===== config.mk =====
export PLATFORM = sky130hd
export DESIGN_NAME = tftp_block_sender_core
export DESIGN_NICKNAME = d
export VERILOG_FILES = /design/src/sv/tbs_pkg.sv /design/src/sv/tbs_cfg.sv /design/src/sv/tbs_fsm.sv /design/src/sv/tftp_block_sender_core.sv
export VERILOG_INCLUDE_DIRS = /design/src /design/src/sv
export SDC_FILE = /design/constraint.sdc
export NUM_CORES = 1
export LEC_CHECK = 0
export ABC_AREA = 1
export BUFFER_PORTS_ARGS = -buffer_cell sky130_fd_sc_hd__buf_2
export CORE_MARGIN = 2
export CORE_UTILIZATION = 59
export DETAILED_ROUTE_END_ITERATION = 8
export GPL_TIMING_DRIVEN = 0
export PLACE_DENSITY_LB_ADDON = 0.1
export RECOVER_POWER = 100
export SYNTH_ARGS = -nofsm -noshare
export SYNTH_HDL_FRONTEND = slang
export SYNTH_SLANG_ARGS = --single-unit
export TNS_END_PERCENT = 50

===== constraint.sdc =====
create_clock -name clk -period 4.1 [get_ports clk]
set_input_delay 0.41 -clock clk [delete_from_list [all_inputs] [get_ports clk]]
set_output_delay 0.41 -clock clk [all_outputs]
set_load 0.03 [all_outputs]

===== src/sv/tftp_block_sender_core_defines.svh =====
// ----------------------------------------------------------------------------
// tftp_block_sender_core_defines
// Assertion macros used by the TFTP block sender core.
// ----------------------------------------------------------------------------
`ifndef TFTP_BLOCK_SENDER_CORE_DEFINES_SVH
`define TFTP_BLOCK_SENDER_CORE_DEFINES_SVH

// Same-cycle implication, checked on every rising edge outside reset.
`define TBS_ASSERT_NOW(label, ante, cons, msg) \
    label: assert property (@(posedge clk) disable iff (!rst_n) (ante) |-> (cons)) \
        else $error(msg);

// Next-cycle implication, checked on every rising edge outside reset.
`define TBS_ASSERT_NEXT(label, ante, cons, msg) \
    label: assert property (@(posedge clk) disable iff (!rst_n) (ante) |=> (cons)) \
        else $error(msg);

`endif


===== src/sv/tbs_pkg.sv =====
// ----------------------------------------------------------------------------
// tbs_pkg
// Types, codes and constants of the TFTP block sender.
// ----------------------------------------------------------------------------
`timescale 1ns / 1ps

package tbs_pkg;

    localparam int unsigned ACK_READ_LIMIT  = 10;
    localparam int unsigned MAX_BLOCK_BYTES = 65464;
    localparam int unsigned MIN_BLOCK_BYTES = 8;

    localparam int unsigned CFG_IDX_W  = 1;
    localparam int unsigned CFG_DATA_W = 16;

    localparam logic [CFG_IDX_W-1:0] REG_RETRY_LIMIT = 1'b0;
    localparam logic [CFG_IDX_W-1:0] REG_BLOCK_SIZE  = 1'b1;

    localparam logic [7:0]  RETRY_LIMIT_RST = 8'd5;
    localparam logic [15:0] BLOCK_SIZE_RST  = 16'd512;

    localparam logic [15:0] OPC_ACK       = 16'd4;
    localparam logic [15:0] BLK_REXMIT    = 16'hffff;

    typedef enum logic [1:0] {
        FUNC_START   = 2'd0,
        FUNC_CHUNK   = 2'd1,
        FUNC_PACKET  = 2'd2,
        FUNC_TIMEOUT = 2'd3
    } tbs_func_t;

    typedef enum logic [2:0] {
        ACT_WAIT  = 3'd0,
        ACT_FETCH = 3'd1,
        ACT_SEND  = 3'd2,
        ACT_DONE  = 3'd3,
        ACT_NAK   = 3'd4,
        ACT_ABORT = 3'd5
    } tbs_action_t;

    typedef enum logic [3:0] {
        PH_IDLE  = 4'b0001,
        PH_OACK  = 4'b0010,
        PH_FETCH = 4'b0100,
        PH_ACK   = 4'b1000
    } tbs_phase_t;

    typedef struct packed {
        tbs_func_t   func;
        logic        options_sent;
        logic [15:0] chunk_len;
        logic        read_failed;
        logic [15:0] rx_opcode;
        logic [15:0] rx_block;
    } tbs_event_t;

    typedef struct packed {
        tbs_phase_t  phase;
        logic [15:0] block_count;
        logic [15:0] last_length;
        logic [7:0]  retransmits;
        logic [3:0]  ignored_acks;
    } tbs_state_t;

    typedef struct packed {
        tbs_action_t action;
        logic [15:0] block_number;
        logic [15:0] data_len;
    } tbs_result_t;

    typedef struct packed {
        logic [7:0]  retry_limit;
        logic [15:0] eff_block_size;
    } tbs_cfg_t;

endpackage


===== src/sv/tbs_cfg.sv =====
// ----------------------------------------------------------------------------
// tbs_cfg
// Configuration registers; block size is stored already clamped.
// ----------------------------------------------------------------------------
`timescale 1ns / 1ps

module tbs_cfg
    import tbs_pkg::*;
(
    input  logic                  clk,
    input  logic                  rst_n,
    input  logic                  cfg_we,
    input  logic [CFG_IDX_W-1:0]  cfg_index,
    input  logic [CFG_DATA_W-1:0] cfg_data,
    output tbs_cfg_t              cfg
);

    logic [7:0]  retry_limit_reg;
    logic [15:0] block_size_reg;
    logic [15:0] block_size_clamped;

    always_comb
    begin
        if (cfg_data < 16'(MIN_BLOCK_BYTES))
            block_size_clamped = 16'(MIN_BLOCK_BYTES);
        else if (cfg_data > 16'(MAX_BLOCK_BYTES))
            block_size_clamped = 16'(MAX_BLOCK_BYTES);
        else
            block_size_clamped = cfg_data;
    end

    always_ff @(posedge clk or negedge rst_n)
    begin
        if (!rst_n)
        begin
            retry_limit_reg <= RETRY_LIMIT_RST;
            block_size_reg  <= BLOCK_SIZE_RST;
        end
        else if (cfg_we)
        begin
            unique case (cfg_index)
                REG_RETRY_LIMIT: retry_limit_reg <= cfg_data[7:0];
                REG_BLOCK_SIZE:  block_size_reg  <= block_size_clamped;
                default: ;
            endcase
        end
    end

    assign cfg.retry_limit    = retry_limit_reg;
    assign cfg.eff_block_size = block_size_reg;

endmodule


===== src/sv/tbs_fsm.sv =====
// ----------------------------------------------------------------------------
// tbs_fsm
// Transfer decision logic: one event and the current state in, next state
// and one result out.
// ----------------------------------------------------------------------------
`timescale 1ns / 1ps

module tbs_fsm
    import tbs_pkg::*;
(
    input  tbs_event_t  ev,
    input  tbs_state_t  st,
    input  tbs_cfg_t    cfg,
    output tbs_state_t  st_next,
    output tbs_result_t res
);

    logic [15:0] bc_inc;
    logic [15:0] exp_blk;
    logic [15:0] exp_blk_inc;
    logic [3:0]  ig_inc;
    logic [15:0] clen_cut;
    logic        awaiting;
    logic        rexmit;

    assign bc_inc      = st.block_count + 16'd1;
    assign exp_blk     = (st.phase == PH_OACK) ? 16'd0 : st.block_count;
    assign exp_blk_inc = exp_blk + 16'd1;
    assign ig_inc      = st.ignored_acks + 4'd1;
    assign clen_cut    = (ev.chunk_len > cfg.eff_block_size) ? cfg.eff_block_size
                                                            : ev.chunk_len;
    assign awaiting    = (st.phase == PH_OACK) || (st.phase == PH_ACK);

    always_comb
    begin
        st_next          = st;
        res.action       = ACT_WAIT;
        res.block_number = st.block_count;
        res.data_len     = '0;
        rexmit           = 1'b0;

        unique case (ev.func)
            FUNC_START:
            begin
                if (st.phase == PH_IDLE)
                begin
                    st_next.last_length  = '0;
                    st_next.retransmits  = '0;
                    st_next.ignored_acks = '0;
                    if (ev.options_sent)
                    begin
                        st_next.block_count = '0;
                        st_next.phase       = PH_OACK;
                        res.block_number    = '0;
                    end
                    else
                    begin
                        st_next.block_count = 16'd1;
                        st_next.phase       = PH_FETCH;
                        res.action          = ACT_FETCH;
                        res.block_number    = 16'd1;
                    end
                end
            end
            FUNC_CHUNK:
            begin
                if (st.phase == PH_FETCH)
                begin
                    if (ev.read_failed)
                    begin
                        st_next.phase = PH_IDLE;
                        res.action    = ACT_NAK;
                    end
                    else
                    begin
                        st_next.last_length  = clen_cut;
                        st_next.retransmits  = '0;
                        st_next.ignored_acks = '0;
                        st_next.phase        = PH_ACK;
                        res.action           = ACT_SEND;
                        res.data_len         = clen_cut;
                    end
                end
            end
            FUNC_PACKET:
            begin
                if (awaiting)
                begin
                    if (ev.rx_opcode != OPC_ACK)
                    begin
                        st_next.ignored_acks = '0;
                        st_next.phase        = PH_IDLE;
                        res.action           = ACT_ABORT;
                    end
                    else if (ev.rx_block == exp_blk || ev.rx_block == exp_blk_inc)
                    begin
                        st_next.ignored_acks = '0;
                        if (st.phase == PH_OACK)
                        begin
                            st_next.block_count = 16'd1;
                            st_next.phase       = PH_FETCH;
                            res.action          = ACT_FETCH;
                            res.block_number    = 16'd1;
                        end
                        else if (st.last_length != cfg.eff_block_size)
                        begin
                            // short block acked: transfer complete
                            st_next.phase = PH_IDLE;
                            res.action    = ACT_DONE;
                        end
                        else
                        begin
                            st_next.block_count = bc_inc;
                            st_next.phase       = PH_FETCH;
                            res.action          = ACT_FETCH;
                            res.block_number    = bc_inc;
                        end
                    end
                    else if (ev.rx_block == BLK_REXMIT)
                        rexmit = 1'b1;
                    else if (ig_inc >= 4'(ACK_READ_LIMIT))
                        rexmit = 1'b1;
                    else
                        st_next.ignored_acks = ig_inc;
                end
            end
            FUNC_TIMEOUT:
            begin
                if (awaiting)
                    rexmit = 1'b1;
            end
            default: ;
        endcase

        if (rexmit)
        begin
            st_next.ignored_acks = '0;
            // option ack never acknowledged, or retries used up
            if (st.phase == PH_OACK || st.retransmits >= cfg.retry_limit)
            begin
                st_next.phase = PH_IDLE;
                res.action    = ACT_ABORT;
            end
            else
            begin
                st_next.retransmits = st.retransmits + 8'd1;
                res.action          = ACT_SEND;
                res.data_len        = st.last_length;
            end
        end
    end

endmodule


===== src/sv/tftp_block_sender_core.sv =====
// ----------------------------------------------------------------------------
// tftp_block_sender_core
// Sender side of a TFTP read transfer, one event word in, one result word out.
// ----------------------------------------------------------------------------
// Usage:
//   Events enter on the s_ channel (kind in s_tuser, fields in s_tdata).
//   Every event yields exactly one result word on the m_ channel, action in
//   m_tuser and block number / payload length in m_tdata.
//   An accepted event is held in an input register; the decision logic sits
//   between it and the output register, so a result word is presented once
//   registered there, and leaves at the next edge when m_tready is high.
//   One event per cycle while m_tready is high; transfer state updates as the
//   event moves into the output register, so the next event sees it at once.
//   When the receiver stalls, the output word holds and the input register
//   still takes one more word; after that s_tready drops until m_tready rises.
//   Reset empties both registers, puts the transfer in idle with all counters
//   cleared, retry limit 5 and block size 512. cfg_ writes take effect on the
//   next cycle and are meant for times when no event is in flight.
// ----------------------------------------------------------------------------
`timescale 1ns / 1ps

`include "tftp_block_sender_core_defines.svh"

module tftp_block_sender_core
    import tbs_pkg::*;
(
    input  logic                  clk,
    input  logic                  rst_n,
    input  logic                  s_tvalid,
    output logic                  s_tready,
    // options_sent[0], chunk_len[16:1], read_failed[17], rx_opcode[33:18],
    // rx_block[49:34], zero fill [55:50]
    input  logic [55:0]           s_tdata,
    // func[1:0]
    input  logic [1:0]            s_tuser,
    output logic                  m_tvalid,
    input  logic                  m_tready,
    // block_number[15:0], data_len[31:16]
    output logic [31:0]           m_tdata,
    // action[2:0]
    output logic [2:0]            m_tuser,
    input  logic                  cfg_we,
    input  logic [CFG_IDX_W-1:0]  cfg_index,
    input  logic [CFG_DATA_W-1:0] cfg_data
);

    tbs_cfg_t    cfg;
    tbs_event_t  ev_in;
    tbs_event_t  ev_reg;
    logic        in_valid_reg;
    tbs_state_t  st_reg;
    tbs_state_t  st_next;
    tbs_result_t res_next;
    tbs_result_t out_reg;
    logic        out_valid_reg;
    logic        advance;

    assign ev_in.func         = tbs_func_t'(s_tuser);
    assign ev_in.options_sent = s_tdata[0];
    assign ev_in.chunk_len    = s_tdata[16:1];
    assign ev_in.read_failed  = s_tdata[17];
    assign ev_in.rx_opcode    = s_tdata[33:18];
    assign ev_in.rx_block     = s_tdata[49:34];

    assign advance  = in_valid_reg && (!out_valid_reg || m_tready);
    assign s_tready = !in_valid_reg || advance;

    tbs_cfg u_cfg (
        .clk       (clk),
        .rst_n     (rst_n),
        .cfg_we    (cfg_we),
        .cfg_index (cfg_index),
        .cfg_data  (cfg_data),
        .cfg       (cfg)
    );

    tbs_fsm u_fsm (
        .ev      (ev_reg),
        .st      (st_reg),
        .cfg     (cfg),
        .st_next (st_next),
        .res     (res_next)
    );

    always_ff @(posedge clk or negedge rst_n)
    begin
        if (!rst_n)
        begin
            in_valid_reg  <= 1'b0;
            out_valid_reg <= 1'b0;
            st_reg        <= '{phase: PH_IDLE, default: '0};
        end
        else
        begin
            if (s_tvalid && s_tready)
                in_valid_reg <= 1'b1;
            else if (advance)
                in_valid_reg <= 1'b0;

            if (advance)
            begin
                out_valid_reg <= 1'b1;
                st_reg        <= st_next;
            end
            else if (m_tready)
                out_valid_reg <= 1'b0;
        end
    end

    always_ff @(posedge clk)
    begin
        if (s_tvalid && s_tready)
            ev_reg <= ev_in;
        if (advance)
            out_reg <= res_next;
    end

    assign m_tvalid = out_valid_reg;
    assign m_tuser  = out_reg.action;
    assign m_tdata  = {out_reg.data_len, out_reg.block_number};

    `TBS_ASSERT_NOW(a_ready_when_out_empty, !out_valid_reg, s_tready,
        "input not ready while output register is empty")
    `TBS_ASSERT_NOW(a_len_only_on_send, m_tvalid && m_tuser != ACT_SEND,
        m_tdata[31:16] == 16'd0, "nonzero length on a result other than send")
    `TBS_ASSERT_NOW(a_len_in_block, m_tvalid, m_tdata[31:16] <= 16'(MAX_BLOCK_BYTES),
        "payload length above maximum block size")
    `TBS_ASSERT_NEXT(a_start_busy_waits,
        advance && ev_reg.func == FUNC_START && st_reg.phase != PH_IDLE,
        m_tvalid && m_tuser == ACT_WAIT && $stable(st_reg),
        "start during a transfer did not give wait")

endmodule

**Word level (Yosys, flattened, before mapping)**

Cells that the tools add are included.

- Add/sub/neg operators: 4
- $mul: 0
- Div/mod/pow operators: 0
- $lt $le $gt $ge: 5
- Equality and inequality tests: 24
- Shift operators: 0
- Multiplexer cells: 61
- Bitwise operators: 1
- Reductions and logical operators: 20

Operators by type and width:

| cell | count |
|---|---|
| 2-to-1 mux 16 bit | 12 |
| 2-to-1 mux 19 bit | 4 |
| case mux 16 bit (2 select lines) | 2 |
| 2-to-1 mux 20 bit | 3 |
| 2-to-1 mux 28 bit | 2 |
| 2-to-1 mux 48 bit | 1 |
| case mux 24 bit (2 select lines) | 1 |
| 2-to-1 mux 4 bit | 10 |
| adder 16 x 1 -> 16 bit, second input constant | 2 |
| == test 16 bit | 2 |
| case mux 4 bit (3 select lines) | 2 |
| 2-to-1 mux 3 bit | 6 |
| 2-to-1 mux 17 bit | 1 |
| == test 16 bit, second input constant | 1 |
| greater-than comparator 16 bit | 1 |
| greater-than comparator 16 bit, second input constant | 1 |
| less-than comparator 16 x 4 -> 1 bit, second input constant | 1 |
| inequality test 16 bit | 1 |
| inequality test 16 x 3 -> 1 bit, second input constant | 1 |
| 2-to-1 mux 1 bit | 12 |
| 2-to-1 mux 12 bit | 1 |
| inequality test 5 x 2 -> 1 bit, second input constant | 2 |
| inequality test 3 x 1 -> 1 bit, second input constant | 3 |
| case mux 3 bit (3 select lines) | 1 |
| other kinds (27) | 42 |

- Register bits after elaboration: 161
- Bits in latches: 0
- Bits in writable memories: 0
- Memory bits (read-only): 0
- Output and inout port bits: 37
- Logic and storage cells: 133
- Memories kept: 0

**Longest topological paths before layout**

- Depth after elaboration: 11
- Depth in mapped cells: 28

**Cells and area by module**

A second synthesis with hierarchy kept.

- Cells, all modules: 1288
- Area, all modules: 9791.9 um^2

Modules (own cells, without submodules):

| module | instances | cells each | area each (um^2) | seq. area each (um^2) |
|---|---|---|---|---|
| tftp_block_sender_core | 1 | 306 | 4588.2 | 3865.0 |
| tbs_fsm | 1 | 843 | 4117.7 | 0.0 |
| tbs_cfg | 1 | 139 | 1086.0 | 604.3 |

**Least setup slack after synthesis**

No wires, ideal clock.

- Kind: reg-to-reg
- Start point: register st_reg[44] in the netlist's numbering
- End point: register out_reg, in the netlist m_tdata[11], data pin
- Setup time: 0.264 ns
- Arrival: 2.821 ns
- Required time: 3.836 ns
- Path slack: 1.015 ns
- Cell stages (with the launch flop): 24
- Buffers on the path: 3
- Cell sequence: dfstp_2 nor2_1 nand2_1 buf_4 buf_4 nand2_1 inv_1 ha_1 inv_1 nor2_1 nand4_1 nor2_2 nand2_1 nand2_1 nand2_1 nor2_1 nand2_1 o21ai_4 nand2_2 buf_2 a21oi_1 o21ai_0 nand3_1 o21ai_0

RTL lines:

| element | line | source |
|---|---|---|
| start: declaration | tftp_block_sender_core.sv:51 | `tbs_state_t st_reg;` |
| start signal: assignment | tftp_block_sender_core.sv:103 | `st_reg <= st_next;` |
| end signal: assignment | tftp_block_sender_core.sv:115 | `out_reg <= res_next;` |
| end: declaration | tftp_block_sender_core.sv:54 | `tbs_result_t out_reg;` |

==> run_results.csv <==
group,metric,value,unit
worst_hold_path,min_path_cells,1,
place,dp_worst_setup_slack,0.155,ns
grt,grtUsageTotal,30.5,%
floorplanning,pin_count,117,
grt,grt_overflow_total,0,
layout,final_util,69.0,%
logic_synthesis,synth_common_cells,"nand2_1 (325), inv_1 (138), o21ai_0 (102), edfxtp_1 (87), nand3_1 (82)",
flow_run,max_cap_viol_count,2,
timing,skew,0.0133,ns
outcome,violations,"max-capacitance violations, max-slew violations",
critical_path,worst-setup-path-type,"reg -> reg",
critical_path,worst_setup_path_end_kind,"flip-flop",
grt,grt_pass1_wl,40.3,mm
layout,fin_area,0.0109,mm^2
power_and_ir_drop,p_comb_share,24.4,%
logic_synthesis,synth_edf_count,87,
logic_synthesis,yosys_warnings,0,
clocking,insertion_delay,0.44,ns
timing,grt_setup_unrepaired,"false",
clocking,tritoncts,"built",
clocking,clk_pin_slew_worst_paths,0.07,ns
critical_path,arrival,4.02,ns
routing,via_per_inst,5.77,
routing,drc,0,
layout,fillers,1376,
timing,report.final.hold_viol_count,0,
timing,max_slew.worst_pin.slew,1.91,ns
power_and_ir_drop,swShare,34.4,%
logic_synthesis,yosysSeqAreaShare,47.2,%
critical_path,reg2reg_depth,23,
logic_synthesis,async_flop_share,46.0,%
power_and_ir_drop,p_sw,1.67,mW
layout,nets,1410,
routing,vias,8799,
clocking,cts-htree-levels,4,
critical_path,crit_path_start_kind,"flip-flop",
clocking,cts.sinks,161,
grt,use_met3,7.04,%
place,dpl_cell_area,0.0104,mm^2
place,hpwlAfterDp,18.6,mm
logic_synthesis,ys_top_cells_by_area,"edfxtp_1 (28%), dfrtp_1 (18%), nand2_1 (13%), inv_1 (5.5%), o21ai_0 (5.4%)",
clocking,max-clock-path-buffers,2,
critical_path,crit_start,"st_reg[44]",
worst_hold_path,hold_path.class,"in -> reg",
routing,totalWireLength,25.2,mm
power_and_ir_drop,vdd_drop_max,0.444,mV
critical_path,r2r_end,"m_tdata[9]",
layout,syn_to_final_growth,14.8,%
logic_synthesis,yosys.area.top_type_share,27.6,%
critical_path,worstPathMaxFanout,10,
power_and_ir_drop,p_leak,4.90,nW
layout,n_antenna_cell,0,
timing,setup_ws,0.227,ns
floorplanning,row_count,46,
place,dp.cells,1492,
grt,grt-busiest-layer,"met2",
logic_synthesis,synth.most_common_cell,"nand2_1",
floorplanning,start_util,60.1,%
power_and_ir_drop,power_density,447,mW/mm^2
timing,fmax,258,MHz
routing,drt_pass1_iterations,5,
timing,fin_setup_tns,0,ns
layout,largest_reg_flops,52,
logic_synthesis,syn_nets,1276,
power_and_ir_drop,clkPwrFrac,32.6,%
critical_path,crit_path_end,"m_tdata[9]",
logic_synthesis,mappedNetlistArea,0.00948,mm^2
logic_synthesis,synth-seq-cells,161,
clocking,root_buffer,"clkbuf_16",
floorplanning,die_area,0.0171,mm^2
logic_synthesis,synthFlopType,"edfxtp_1",
critical_path,worst-r2r-setup-slack,0.23,ns
routing,post_drt_wl_per_cell,16.5,um
critical_path,cp.required,4.25,ns
power_and_ir_drop,power,4.86,mW
logic_synthesis,avgSynthCellArea,8.15,um^2
timing,maxSlewHeadroom,-27.5,%
routing,drt-initial-drc-count,890,
grt,use_met1,43.3,%
power_and_ir_drop,p_int,3.19,mW
timing,setup_viol,0,
clocking,cts_buffers,17,
logic_synthesis,yosysUniqueCellTypes,44,
logic_synthesis,synth_area_leader_cell,"edfxtp_1",
routing,ant_nets,0,
grt,grt_max_degree,56,
outcome,status,"finished, violations left",
timing,finalCritPeriodShare,94.5,%
logic_synthesis,synth_cells,1163,
grt,grtUsageMet2,48.3,%
floorplanning,core_area,0.0158,mm^2
floorplanning,fp.dieH,131,um
power_and_ir_drop,power_frac_seq,42.9,%
layout,fin_cells,1526,
place,io_buffers,110,
timing,final_max_slew_viol_count,69,
grt,antenna_found_initial,0,
floorplanning,die_width,131,um
timing,holdWs,0.143,ns
grt,grt_pass1_vias,8107,
timing,period_needed,3.87,ns
critical_path,r2r-start,"st_reg[44]",
place,gp_congestion,0.948,
layout,drive_gt1_share,11.1,%
## logic make-up (layout without fill, tap and decap cells)
logic type / count (synthesis) / in the layout / share of synthesized area (%)
and+or+nand+nor: 543 / 543 / 24.5
AOI/OAI and AO/OA: 207 / 207 / 13.1
buffers and inverters: 186 / 333 / 7.87
DFF: 161 / 161 / 47.2
adders and majority gates: 33 / 33 / 4.36
xor gates and xnor gates: 33 / 33 / 3.05
## cell usage in the layout (no fill, tap or decap), types with 5 or more instances in the layout
cell       count
a21oi_1       40
o22ai_1        8
nor2_1        59
edfxtp_1      87
dfrtp_1       70
nand4_1       31
buf_4          5
inv_1        138
xor2_1        20
clkbuf_16     17
nor4_1        14
ha_1          33
nor3_1        19
o21ai_0      103
clkbuf_1      67
xnor2_1       13
o211ai_1      23
buf_2         77
o311ai_0       5
nand2_1      324
nand3_1       82
o22ai_2        9
## power groups by stage
stage | registers [mW] | clock network (mW) | logic (mW)
after global routing | 2.11 | 1.67 | 1.34
after detailed placement | 2.11 | 0 | 1.19
after floorplan | 2.17 | 0 | 0.741
final | 2.09 | 1.59 | 1.19
after global placement | 2.11 | 0 | 1.14
after CTS | 2.08 | 1.60 | 1.20
## layout make-up
class	instances	area (um^2)	area share (%)
well taps	216	270	2.48
clock inverters	15	158	1.45
inverters	142	534	4.91
multi-input cells	816	4270	39.2
clock buffers	17	425	3.91
flip-flops and latches	161	4470	41.1
plain buffers	44	223	2.05
repair buffers	115	532	4.89
## worst max-delay path, stage by stage (launching register included)
cell	delay (ns)
dfstp_2	0.60
nor2_1	0.08
nand2_2	0.10
buf_6	0.16
buf_6	0.18
nand2_1	0.10
inv_1	0.07
ha_1	0.16
inv_1	0.07
nor2_2	0.15
nand4_1	0.16
nor2_2	0.22
nand2_1	0.07
nand2_1	0.06
nand2_1	0.05
nor2_1	0.13
nand2_2	0.11
o21ai_4	0.21
nand2_4	0.12
clkbuf_4	0.23
a21oi_1	0.17
o21ai_0	0.13
nand3_1	0.10
o21ai_0	0.13
## worst min path at each step
stage | from | slack, ns | to
floorplan | rst_n | 0.11 | in_valid_reg
global placement | u_cfg.retry_limit_reg[3] | 0.47 | u_cfg.retry_limit_reg[3]
detailed placement | rst_n | 0.32 | u_cfg.retry_limit_reg[6]
CTS | s_tdata[8] | 0.14 | ev_reg[40]
global route | s_tdata[7] | 0.13 | ev_reg[39]
finish | s_tdata[8] | 0.14 | ev_reg[40]
## what timing repair did
item / in CTS / in global routing
buffers inserted: 0 / 1
setup endpoints to repair: 0 / 54
hold endpoints to repair: 19 / 0
hold buffers: 1 / 0
gates resized for setup: 0 / 13
## routing by layer
layer  vias up  share of wire (%)
met5         -                  0
met1      4187                 45
met3        28                7.7
li1       4213                  -
met2       371                 46
met4         0                1.2
Power figures use the tool's default switching activity.
